## src/rtl/spq_pkg.sv

```systemverilog
package spq_pkg;

    localparam int FUNC_W = 3;
    localparam int OUT_W  = 32;

    localparam logic [FUNC_W-1:0] FUNC_APPEND = FUNC_W'(0);
    localparam logic [FUNC_W-1:0] FUNC_INSERT = FUNC_W'(1);
    localparam logic [FUNC_W-1:0] FUNC_REMOVE = FUNC_W'(2);
    localparam logic [FUNC_W-1:0] FUNC_CLEAR  = FUNC_W'(3);
    localparam logic [FUNC_W-1:0] FUNC_SORT   = FUNC_W'(4);

    typedef struct packed {
        logic apply;
        logic sort_step;
        logic load_out;
    } t_dp_cmd;

    typedef struct packed {
        logic sort_done;
    } t_dp_stat;

endpackage

```

## src/rtl/spq_if.sv

```systemverilog
interface spq_in_if #(
    parameter int KEY_WIDTH = 32
);
    logic                       valid;
    logic                       ready;
    logic [spq_pkg::FUNC_W-1:0] func;
    logic [KEY_WIDTH-1:0]       key;

    modport source (output valid, output func, output key, input ready);
    modport sink   (input valid, input func, input key, output ready);
endinterface

interface spq_out_if #(
    parameter int CNT_W = 5
);
    logic                      valid;
    logic                      ready;
    logic [spq_pkg::OUT_W-1:0] head_value;
    logic [spq_pkg::OUT_W-1:0] tail_value;
    logic [CNT_W-1:0]          count;
    logic                      is_ascending;
    logic                      overflow;
    logic                      underflow;

    modport source (output valid, output head_value, output tail_value, output count,
                    output is_ascending, output overflow, output underflow, input ready);
    modport sink   (input valid, input head_value, input tail_value, input count,
                    input is_ascending, input overflow, input underflow, output ready);
endinterface

```

## src/rtl/sorted_insert_priority_queue_unit.sv

```systemverilog
// Append, sorted insert, remove, clear and no-op: the transaction is applied when accepted
// and the report state then loads the result registers; a new transaction is taken only
// once the controller is back in idle. Sort: the sort state moves one entry out of the
// unsorted part per cycle through the row of compare cells, then the report state loads
// the result, and no new transaction is taken before that.
// Reset clears the fill count and valid flags; stored keys are not cleared.
module sorted_insert_priority_queue_unit #(
    parameter int DEPTH     = 16,
    parameter int KEY_WIDTH = 32
) (
    input  logic      i_clk,
    input  logic      i_rst_n,
    spq_in_if.sink    i_cmd,
    spq_out_if.source o_rsp
);
    import spq_pkg::*;

    localparam int CNT_W = $clog2(DEPTH + 1);

    t_dp_cmd  dp_cmd;
    t_dp_stat dp_stat;
    logic     in_ready;
    logic     out_valid;

    assign i_cmd.ready = in_ready;
    assign o_rsp.valid = out_valid;

    spq_ctrl u_ctrl (
        .i_clk       (i_clk),
        .i_rst_n     (i_rst_n),
        .i_in_valid  (i_cmd.valid),
        .o_in_ready  (in_ready),
        .i_func      (i_cmd.func),
        .i_out_ready (o_rsp.ready),
        .o_out_valid (out_valid),
        .o_cmd       (dp_cmd),
        .i_stat      (dp_stat)
    );

    spq_dp #(
        .DEPTH     (DEPTH),
        .KEY_WIDTH (KEY_WIDTH),
        .CNT_W     (CNT_W)
    ) u_dp (
        .i_clk          (i_clk),
        .i_rst_n        (i_rst_n),
        .i_cmd          (dp_cmd),
        .o_stat         (dp_stat),
        .i_func         (i_cmd.func),
        .i_key          (i_cmd.key),
        .o_head_value   (o_rsp.head_value),
        .o_tail_value   (o_rsp.tail_value),
        .o_count        (o_rsp.count),
        .o_is_ascending (o_rsp.is_ascending),
        .o_overflow     (o_rsp.overflow),
        .o_underflow    (o_rsp.underflow)
    );

endmodule

```

## src/rtl/spq_ctrl.sv

```systemverilog
module spq_ctrl (
    input  logic                         i_clk,
    input  logic                         i_rst_n,
    input  logic                         i_in_valid,
    output logic                         o_in_ready,
    input  logic [spq_pkg::FUNC_W-1:0]   i_func,
    input  logic                         i_out_ready,
    output logic                         o_out_valid,
    output spq_pkg::t_dp_cmd             o_cmd,
    input  spq_pkg::t_dp_stat            i_stat
);
    import spq_pkg::*;

    localparam logic [1:0] ST_IDLE   = 2'd0;
    localparam logic [1:0] ST_SORT   = 2'd1;
    localparam logic [1:0] ST_REPORT = 2'd2;

    logic [1:0] r_state;
    logic [1:0] n_state;
    logic       r_out_valid;
    logic       n_out_valid;
    logic       accept;

    // The result register is free when empty or being emptied in this cycle.
    assign o_in_ready  = (r_state == ST_IDLE) && (!r_out_valid || i_out_ready);
    assign accept      = i_in_valid && o_in_ready;
    assign o_out_valid = r_out_valid;

    always_comb begin
        n_state         = r_state;
        o_cmd.apply     = 1'b0;
        o_cmd.sort_step = 1'b0;
        o_cmd.load_out  = 1'b0;
        case (r_state)
            ST_IDLE: begin
                if (accept) begin
                    o_cmd.apply = 1'b1;
                    n_state     = (i_func == FUNC_SORT) ? ST_SORT : ST_REPORT;
                end
            end
            ST_SORT: begin
                if (i_stat.sort_done) begin
                    n_state = ST_REPORT;
                end else begin
                    o_cmd.sort_step = 1'b1;
                end
            end
            ST_REPORT: begin
                o_cmd.load_out = 1'b1;
                n_state        = ST_IDLE;
            end
            default: begin
                n_state = ST_IDLE;
            end
        endcase
    end

    always_comb begin
        if (o_cmd.load_out) begin
            n_out_valid = 1'b1;
        end else if (i_out_ready) begin
            n_out_valid = 1'b0;
        end else begin
            n_out_valid = r_out_valid;
        end
    end

    always_ff @(posedge i_clk) begin
        if (!i_rst_n) begin
            r_state     <= ST_IDLE;
            r_out_valid <= 1'b0;
        end else begin
            r_state     <= n_state;
            r_out_valid <= n_out_valid;
        end
    end

endmodule

```

## src/rtl/spq_dp.sv

```systemverilog
module spq_dp #(
    parameter int DEPTH     = 16,
    parameter int KEY_WIDTH = 32,
    parameter int CNT_W     = 5
) (
    input  logic                       i_clk,
    input  logic                       i_rst_n,
    input  spq_pkg::t_dp_cmd           i_cmd,
    output spq_pkg::t_dp_stat          o_stat,
    input  logic [spq_pkg::FUNC_W-1:0] i_func,
    input  logic [KEY_WIDTH-1:0]       i_key,
    output logic [spq_pkg::OUT_W-1:0]  o_head_value,
    output logic [spq_pkg::OUT_W-1:0]  o_tail_value,
    output logic [CNT_W-1:0]           o_count,
    output logic                       o_is_ascending,
    output logic                       o_overflow,
    output logic                       o_underflow
);
    import spq_pkg::*;

    logic [KEY_WIDTH-1:0] r_e [DEPTH];
    logic [KEY_WIDTH-1:0] n_e [DEPTH];
    logic [DEPTH-1:0]     r_valid;
    logic [DEPTH-1:0]     n_valid;
    logic [DEPTH-1:0]     r_uns;
    logic [DEPTH-1:0]     n_uns;
    logic [CNT_W-1:0]     r_count;
    logic [CNT_W-1:0]     n_count;
    logic [KEY_WIDTH-1:0] r_tail;
    logic [KEY_WIDTH-1:0] n_tail;
    logic                 r_ovf;
    logic                 n_ovf;
    logic                 r_unf;
    logic                 n_unf;

    logic                 full;
    logic                 empty;
    logic                 do_append;
    logic                 do_insert;
    logic                 do_remove;
    logic                 do_clear;
    logic                 do_sort;
    logic [KEY_WIDTH-1:0] u0;

    logic [DEPTH-1:0]     ge;
    logic [DEPTH-1:0]     sge;
    logic [DEPTH-1:0]     first_free;
    logic [DEPTH-1:0]     take_next;
    logic [DEPTH-1:0]     take_prev;
    logic [DEPTH:0]       nge_from;
    logic [DEPTH-2:0]     desc;

    assign full      = r_valid[DEPTH-1];
    assign empty     = !r_valid[0];
    assign do_append = i_cmd.apply && (i_func == FUNC_APPEND) && !full;
    assign do_insert = i_cmd.apply && (i_func == FUNC_INSERT) && !full;
    assign do_remove = i_cmd.apply && (i_func == FUNC_REMOVE) && !empty;
    assign do_clear  = i_cmd.apply && (i_func == FUNC_CLEAR);
    assign do_sort   = i_cmd.apply && (i_func == FUNC_SORT);
    assign u0        = r_e[0];

    assign o_stat.sort_done = ~|r_uns;

    // nge_from[i] is set when no stored entry at or beyond slot i is at least the key.
    genvar gj;
    generate
        for (gj = 0; gj <= DEPTH; gj++) begin : g_nge
            assign nge_from[gj] = ~|(ge >> gj);
        end
    endgenerate

    genvar gi;
    generate
        for (gi = 0; gi < DEPTH; gi++) begin : g_cell
            logic [KEY_WIDTH-1:0] prev_e;
            logic [KEY_WIDTH-1:0] next_e;
            logic                 inrange;
            logic                 shift_in;
            logic                 place;

            assign ge[gi]  = r_valid[gi] && (r_e[gi] >= i_key);
            assign sge[gi] = r_valid[gi] && !r_uns[gi] && (r_e[gi] >= u0);

            if (gi == 0) begin : g_first
                assign first_free[gi] = !r_valid[gi];
                assign take_prev[gi]  = 1'b1;
                assign prev_e         = r_e[gi];
                assign shift_in       = 1'b0;
                assign place          = inrange && nge_from[gi];
            end else begin : g_rest
                assign first_free[gi] = !r_valid[gi] && r_valid[gi-1];
                assign take_prev[gi]  = take_next[gi-1];
                assign prev_e         = r_e[gi-1];
                assign shift_in       = inrange && nge_from[gi-1];
                assign place          = inrange && nge_from[gi] && !nge_from[gi-1];
            end

            if (gi < DEPTH - 1) begin : g_mid
                assign take_next[gi] = r_uns[gi+1] || sge[gi+1];
                assign next_e        = r_e[gi+1];
            end else begin : g_last
                assign take_next[gi] = 1'b0;
                assign next_e        = r_e[gi];
            end

            assign inrange = r_valid[gi] || first_free[gi];

            always_comb begin
                n_e[gi] = r_e[gi];
                if (do_append && first_free[gi]) begin
                    n_e[gi] = i_key;
                end else if (do_insert && shift_in) begin
                    n_e[gi] = prev_e;
                end else if (do_insert && place) begin
                    n_e[gi] = i_key;
                end else if (do_remove) begin
                    n_e[gi] = next_e;
                end else if (i_cmd.sort_step) begin
                    // The head leaves the unsorted part and drops in behind every
                    // sorted entry that is at least as large.
                    if (take_next[gi]) begin
                        n_e[gi] = next_e;
                    end else if (take_prev[gi]) begin
                        n_e[gi] = u0;
                    end
                end
            end

            always_ff @(posedge i_clk) begin
                r_e[gi] <= n_e[gi];
            end
        end

        for (gi = 0; gi < DEPTH - 1; gi++) begin : g_pair
            assign desc[gi] = r_valid[gi+1] && (r_e[gi+1] < r_e[gi]);
        end
    endgenerate

    always_comb begin
        n_valid = r_valid;
        n_count = r_count;
        n_uns   = r_uns;
        n_tail  = r_tail;
        n_ovf   = r_ovf;
        n_unf   = r_unf;
        if (i_cmd.apply) begin
            n_ovf = ((i_func == FUNC_APPEND) || (i_func == FUNC_INSERT)) && full;
            n_unf = (i_func == FUNC_REMOVE) && empty;
        end
        if (do_append || do_insert) begin
            n_valid = {r_valid[DEPTH-2:0], 1'b1};
            n_count = r_count + CNT_W'(1);
        end
        if (do_append || (do_insert && (empty || (r_tail >= i_key)))) begin
            n_tail = i_key;
        end
        if (do_remove) begin
            n_valid = r_valid >> 1;
            n_count = r_count - CNT_W'(1);
        end
        if (do_clear) begin
            n_valid = '0;
            n_count = '0;
        end
        if (do_sort) begin
            n_uns = r_valid;
        end
        if (i_cmd.sort_step) begin
            n_uns = r_uns >> 1;
            if ((r_uns == r_valid) || (r_tail >= u0)) begin
                n_tail = u0;
            end
        end
    end

    always_ff @(posedge i_clk) begin
        if (!i_rst_n) begin
            r_valid <= '0;
            r_count <= '0;
            r_uns   <= '0;
        end else begin
            r_valid <= n_valid;
            r_count <= n_count;
            r_uns   <= n_uns;
        end
    end

    always_ff @(posedge i_clk) begin
        r_tail <= n_tail;
        r_ovf  <= n_ovf;
        r_unf  <= n_unf;
    end

    always_ff @(posedge i_clk) begin
        if (i_cmd.load_out) begin
            o_head_value   <= empty ? '0 : OUT_W'(r_e[0]);
            o_tail_value   <= empty ? '0 : OUT_W'(r_tail);
            o_count        <= r_count;
            o_is_ascending <= ~|desc;
            o_overflow     <= r_ovf;
            o_underflow    <= r_unf;
        end
    end

endmodule

```

## src/flat_wrapper.sv

```systemverilog
// flat-port wrapper written by rule: the top's interface ports become plain ports
module sorted_insert_priority_queue_unit_flat import spq_pkg::*;
#(
    parameter int DEPTH     = 16,
    parameter int KEY_WIDTH = 32
)
  (i_clk, i_rst_n, i_cmd_valid, i_cmd_func, i_cmd_key, i_cmd_ready, o_rsp_valid, o_rsp_head_value, o_rsp_tail_value, o_rsp_count, o_rsp_is_ascending, o_rsp_overflow, o_rsp_underflow, o_rsp_ready);
  spq_in_if #(.KEY_WIDTH(KEY_WIDTH)) i_cmd_i ();
  spq_out_if #(.CNT_W((5))) o_rsp_i ();
  input  logic i_clk;
  input  logic i_rst_n;
  input wire logic [$bits(i_cmd_i.valid)-1:0] i_cmd_valid;
  input wire logic [$bits(i_cmd_i.func)-1:0] i_cmd_func;
  input wire logic [$bits(i_cmd_i.key)-1:0] i_cmd_key;
  output wire logic [$bits(i_cmd_i.ready)-1:0] i_cmd_ready;
  output wire logic [$bits(o_rsp_i.valid)-1:0] o_rsp_valid;
  output wire logic [$bits(o_rsp_i.head_value)-1:0] o_rsp_head_value;
  output wire logic [$bits(o_rsp_i.tail_value)-1:0] o_rsp_tail_value;
  output wire logic [$bits(o_rsp_i.count)-1:0] o_rsp_count;
  output wire logic [$bits(o_rsp_i.is_ascending)-1:0] o_rsp_is_ascending;
  output wire logic [$bits(o_rsp_i.overflow)-1:0] o_rsp_overflow;
  output wire logic [$bits(o_rsp_i.underflow)-1:0] o_rsp_underflow;
  input wire logic [$bits(o_rsp_i.ready)-1:0] o_rsp_ready;
  assign i_cmd_i.valid = i_cmd_valid;
  assign i_cmd_i.func = i_cmd_func;
  assign i_cmd_i.key = i_cmd_key;
  assign i_cmd_ready = i_cmd_i.ready;
  assign o_rsp_valid = o_rsp_i.valid;
  assign o_rsp_head_value = o_rsp_i.head_value;
  assign o_rsp_tail_value = o_rsp_i.tail_value;
  assign o_rsp_count = o_rsp_i.count;
  assign o_rsp_is_ascending = o_rsp_i.is_ascending;
  assign o_rsp_overflow = o_rsp_i.overflow;
  assign o_rsp_underflow = o_rsp_i.underflow;
  assign o_rsp_i.ready = o_rsp_ready;
  sorted_insert_priority_queue_unit #(.DEPTH(DEPTH), .KEY_WIDTH(KEY_WIDTH)) u_core (.i_clk(i_clk), .i_rst_n(i_rst_n), .i_cmd(i_cmd_i), .o_rsp(o_rsp_i));
endmodule
```

## config.mk

```make
export PLATFORM = sky130hd
export DESIGN_NAME = sorted_insert_priority_queue_unit_flat
export DESIGN_NICKNAME = d
export VERILOG_FILES = /design/src/rtl/spq_pkg.sv /design/src/rtl/spq_if.sv /design/src/rtl/sorted_insert_priority_queue_unit.sv /design/src/rtl/spq_ctrl.sv /design/src/rtl/spq_dp.sv /design/src/flat_wrapper.sv
export SDC_FILE = /design/constraint.sdc
export NUM_CORES = 2
export LEC_CHECK = 0
export BUFFER_PORTS_ARGS = -buffer_cell sky130_fd_sc_hd__buf_2
export CAP_MARGIN = 25
export CORE_MARGIN = 8
export CORE_UTILIZATION = 45
export CTS_CLUSTER_DIAMETER = 60
export CTS_CLUSTER_SIZE = 25
export DETAILED_ROUTE_END_ITERATION = 10
export PLACE_DENSITY_LB_ADDON = 0.08
export SYNTH_ARGS = -nofsm -noshare
export SYNTH_HDL_FRONTEND = slang
export SYNTH_SLANG_ARGS = --single-unit
```

## constraint.sdc

```tcl
create_clock -name i_clk -period 13.3 [get_ports i_clk]
set_input_delay 1.33 -clock i_clk [delete_from_list [all_inputs] [get_ports i_clk]]
set_output_delay 1.33 -clock i_clk [all_outputs]
set_load 0.1 [all_outputs]
```

Word-level counts from Yosys, hierarchy flattened
Memories as Yosys holds them, arrays and structs flattened.
Cells that the tools add are included.
{"block": "op_classes", "addsub": 2, "mul": 0, "div": 0, "n_lt_le_gt_ge": 48, "eq_ne": 9, "shift": 0, "n_mux": 129, "bitwise": 1, "n_reduce_logical": 292}
{"op": "two-way mux 32 bit", "count": 112}
{"op": ">= comparator 32 bit", "count": 33}
{"op": "< comparator 32 bit", "count": 15}
{"op": "logical AND 1 bit", "count": 181}
{"op": "two-way mux 15 bit", "count": 4}
{"op": "logical NOT 1 bit", "count": 49}
{"op": "logical OR 1 bit", "count": 36}
{"op": "OR reduction 16 bit", "count": 2}
{"op": "OR reduction 15 bit", "count": 2}
{"op": "equality test 16 bit", "count": 1}
{"op": "OR reduction 14 bit", "count": 1}
{"op": "OR reduction 13 bit", "count": 1}
{"op": "OR reduction 12 bit", "count": 1}
{"op": "OR reduction 11 bit", "count": 1}
{"op": "two-way mux 5 bit", "count": 2}
{"op": "OR reduction 10 bit", "count": 1}
{"op": "OR reduction 9 bit", "count": 1}
{"op": "OR reduction 8 bit", "count": 1}
{"op": "two-way mux 1 bit", "count": 7}
{"op": "OR reduction 7 bit", "count": 1}
{"op": "equality test 3 x 2 -> 1 bit, second input constant", "count": 2}
{"op": "two-way mux 2 bit", "count": 3}
{"op": "nonzero test 2 bit", "count": 3}
{"op": "OR reduction 2 bit", "count": 3}
{"op": "other kinds (16)", "count": 18}
{"block": "word_totals", "register_bits": 146, "latch_bits": 0, "mem_bits_rw": 512, "rom_bits": 0, "in_bits": 39, "output_inout_bits": 74, "wordCells": 498, "memories": 1}
{"name": "u_core.u_dp.r_e", "words": 16, "word_bits": 32, "rd": 16, "rd_ports_with_merged_regs": 0, "write_ports": 16, "line": "spq_dp.sv:21", "text": "logic [KEY_WIDTH-1:0] r_e [DEPTH];"}

Longest topological paths before layout
{"block": "depth", "word_depth": 13, "depth_mapped": 16, "ltp_nobuf": 12}

Cells and area by module
A second synthesis with hierarchy kept.
{"block": "hier_totals", "hier_cells": 7375, "area_unflattened_um2": 68458.2}
{"module": "spq_dp", "n_inst": 1, "cells_per_inst": 7356, "area_per_inst_um2": 68301.8, "seq_area_each_um2": 18978.2}
{"module": "spq_ctrl", "n_inst": 1, "cells_per_inst": 19, "area_per_inst_um2": 156.4, "seq_area_each_um2": 60.1}

Least setup slack after synthesis
Ideal clock, no wire load.
{"block": "synth_path", "path_kind": "input-to-reg", "start": "in i_cmd_key[25]", "end": "mem u_core.u_dp.r_e[4][0], in the netlist u_core.u_dp.r_e[0][128], enable pin", "setup_time_ps": 466, "arrival_time_ps": 6717, "required_time_ps": 12834, "path_slack_ps": 6118, "path_stages": 12, "n_path_buf": 1, "cell_sequence": "clkinv_1 > ha_1 > a21o_1 > nand3_1 > a21oi_1 > a2111oi_0 > o2bb2ai_1 > or4_4 > nor4_4 > a31oi_1 > clkbuf_1 > o21ai_0"}
{"item": "start, declared", "line": "flat_wrapper.sv:14", "text": "input wire logic [$bits(i_cmd_i.key)-1:0] i_cmd_key;"}
{"item": "end, declared", "line": "spq_dp.sv:21"}

==> impl_results.md <==
- Power per standard cell area: 81.0 nW/µm²
- #FFs+latches synth: 658
- Core area: 152,000 µm²
- Complex-gate fraction of the synthesized area: 0.227
- Initial antenna violation count: 22
- Crit share post-route: 0.514
- Met1 Use GR: 0.478
- Post-synthesis mux area share: 0.0438
- Post-synth cell types: 86
- Worst-Skew Late Latency: 740 ps
- Syn avg cell area: 9.28 µm²
- Std cell rows: 143
- Worst reg-to-reg path cell count: 16
- Layout area overhead: 10.9%
- Minimum clock period: 6840 ps
- CP Launch Point: i_cmd_key[2]
- Share of cells above drive strength 1: 0.0904
- Final hold violation count: 0
- Via count: 64,000
- Clk root buf: clkbuf_16
- Syn nets: 8,934
- Cell mode on critical path: buf_4
- Setup Skew: 37.9 ps
- HP Class: reg2reg
- CTS Sinks: 658
- Hold Crit Start: u_core.u_dp.r_unf$_DFFE_PP_
- Crit-path max FO: 33
- CTS tree: built
- Chip width: 406 µm
- Unrepaired setup endpoints after global routing: no
- Routed length per instance: 30.3 µm
- Final net count: 9,013
- Slowest cell on the critical path: nand2b_2
- Drt pass-1 iters: 6
- Met3 usage in global routing: 0.0736
- Slew at the pin closest to its max-slew limit: 1130 ps
- Critical path class: in2reg
- I/O pin count: 113
- First-pass GRT wire length: 423 mm
- Max frequency: 146 MHz
- Global routing usage on met2: 0.500
- Vias in the first global route: 60,600
- Status: finished, final reports clean
- Simple-Gate Fraction of Synth Area: 0.123
- Die area: 165,000 µm²
- CP max stage delay: 860 ps
- Placer Congestion: 0.952
- Arr. time, crit path: 7180 ps
- Number of H-tree levels: 3
- Seq/Total Area, Yosys: 0.278
- Worst EP required: 13,630 ps
- Worst setup path end: u_core.u_dp.r_e[0][19]$_DFFE_PP_
- Routed Antenna Nets: 0
- Warnings, synthesis: 0
- Synth Area in Adders: 0.276
- Leak pwr: 34.6 nW
- Post-synth top flop: edfxtp_1
- DPL Wire Length: 221 mm
- CP startpoint kind: input pin
- XOR/XNOR Fraction of Synth Area: 0.000639
- DRT iter0 DRCs: 7,396
- VDD IR-drop max: 0.000120 V
- CTS Buf Count: 97
- Final wirelength: 291 mm
- Pin count of the biggest net entering global routing: 69
- IO buf count: 112
- Max_cap viols: 0
- Crit path cell chain: buf_2, inv_1, buf_4, ha_1, a211o_1, a31oi_1, o41ai_1, a211oi_1, o21ai_0, or4_4, nor4_4, buf_4, nand3_1, o22ai_4, buf_4, nand2b_2
- Async SR Flop Fraction: 0
- Starting density of the core: 0.452
- Gr busiest metal: met2
- Count of final setup violators: 0
- Largest family of logic cells by synthesized area: adder cells
- RR Startpoint: u_core.u_dp.r_e[0][7]$_DFFE_PP_
- Die Ht: 406 µm
- Relative slew slack: 0.248
- Drt drc: 0
- Hold Slack: 435 ps
- Post-synthesis cell count: 7,386
- TNS Setup: 0 ps
- Slew Limit Fails: 0
- Post-synth EDFFs: 586
- Grt total ovfl: 0
- CTS Hold Bufs: 0
- Bufs on Longest Clock Path: 3
- Cell Area, Synth: 68,500 µm²
- Total track usage: 0.339
- CTS clk-pin slew, worst paths: 60 ps
- CTS resizes: 0
- Kind of end point of the critical path: flop
- FF-to-FF setup slack: 7040 ps
- Vias per Instance: 6.68
- Setup Buffers After CTS: 0
- Worst r2r dst: u_core.u_dp.r_e[0][94]$_DFFE_PP_
[cell usage in the layout (no fill, tap or decap), types with 16 or more instances in the layout]
master	netlist	layout
inv_1	543	542
o221a_2	82	82
o21a_1	43	43
nor2_1	274	267
ha_1	1508	1508
o21ai_0	341	337
o2111ai_1	33	33
o221ai_1	66	66
a31oi_1	48	45
buf_4	0	217
and4_1	23	23
a211oi_1	97	97
nor4_1	57	57
clkinv_1	27	33
dfxtp_1	72	71
buf_2	23	113
o22ai_1	145	143
a221oi_1	38	38
nand2_1	465	464
nor3_1	163	159
a21oi_1	643	639
edfxtp_1	586	586
o211ai_1	106	106
nand3_1	170	164
o31ai_1	18	16
a2111oi_0	41	38
clkbuf_16	0	101
and2_1	73	73
nor2b_1	54	54
a22oi_1	71	71
o221a_1	34	34
a222oi_1	21	21
inv_8	0	19
a21o_1	286	286
a221o_1	87	87
nand2b_1	62	61
and3_1	41	41
or4_1	17	16
mux2i_1	299	298
nand4_1	223	223
[metal layers]
layer  vias to the layer above  part of all wire
li1                      29000                 -
met1                     30900              0.43
met2                      3453              0.41
met3                       687              0.10
met4                         8             0.050
met5                         -           0.00017
[power breakdown]
part           internal (mW)  switching (mW)  total, mW  leakage [nW]
combinational          0.317           0.599      0.916          27.0
sequential              2.30          0.0856       2.38          5.90
clock                   1.63            1.23       2.86          1.69
[through the flow]
stage,power (mW),std cells,util,instance area (µm²),worst slack [ps]
after floorplan,2.97,7386,-,68500,6120
after global placement,3.29,9375,0.476,72200,5900
after detailed placement,3.31,9384,0.477,72300,5870
after CTS,6.16,9566,0.500,75800,6470
after global routing,6.35,9579,0.501,76000,6190
final,6.16,9585,0.502,76000,6460
[cells by family (layout without fill, tap and decap cells)]
logic type,Yosys count,in the layout
flip-flops,658,658
buffers and inverters,941,1103
AND/OR/NAND/NOR,1679,1679
multiplexers,300,300
XOR/XNOR,5,5
other,0,7
adder cells (fa/ha/maj),1509,1509
AO/OA/AOI/OAI,2294,2294
[Yosys cell counts (73+ instances only)]
cell type,number,area [µm²]
ha_1,1508,18900
a21oi_1,643,3220
edfxtp_1,586,17600
inv_1,543,2040
nand2_1,465,1750
o21ai_0,341,1710
clkbuf_1,333,1250
mux2i_1,299,2990
a21o_1,286,2150
nor2_1,274,1030
nand4_1,223,1400
nand3_1,170,851
nor3_1,163,816
o22ai_1,145,907
o211ai_1,106,796
a211oi_1,97,728
a221o_1,87,871
o221a_2,82,923
and2_1,73,457
[flip-flops by register name (all words and copies together), names as in the netlist, 2 cells and up]
register,count
u_core.u_dp.r_uns,16
u_core.u_dp.r_valid,16
u_core.u_dp.r_tail,32
u_core.u_dp.r_count,5
u_core.u_dp.o_head_value,32
u_core.u_dp.o_count,5
u_core.u_ctrl.r_state,2
u_core.u_dp.o_tail_value,32
u_core.u_dp.r_e,512
[critical path: cells and delay by family]
kind	cells	cell delay [ps]
compound gates	6	2090
buf+inv	5	1450
fa+ha+maj	1	360
simple gates	4	1860
[cell type report]
type | count | area (µm²)
inverters | 571 | 2150
repair buffers | 350 | 2500
fillers | 14200 | 75500
clock buffers | 105 | 2560
flip-flops and latches | 658 | 19000
well taps | 2030 | 2540
clock inverters | 77 | 940
multi-input cells | 5787 | 46300
diodes | 7 | 17.5
[how the worst min path moves through the flow]
stage / endpoint / depth (start not counted)
after global placement: u_core.u_dp.o_overflow$_DFFE_PP_ / 0
after detailed placement: u_core.u_dp.o_overflow$_DFFE_PP_ / 0
final: u_core.u_dp.o_underflow$_DFFE_PP_ / 0
after CTS: u_core.u_dp.o_overflow$_DFFE_PP_ / 0
after floorplan: u_core.u_dp.o_overflow$_DFFE_PP_ / 0
after global routing: u_core.u_dp.o_underflow$_DFFE_PP_ / 0
(Power assumes the default switching activity.)
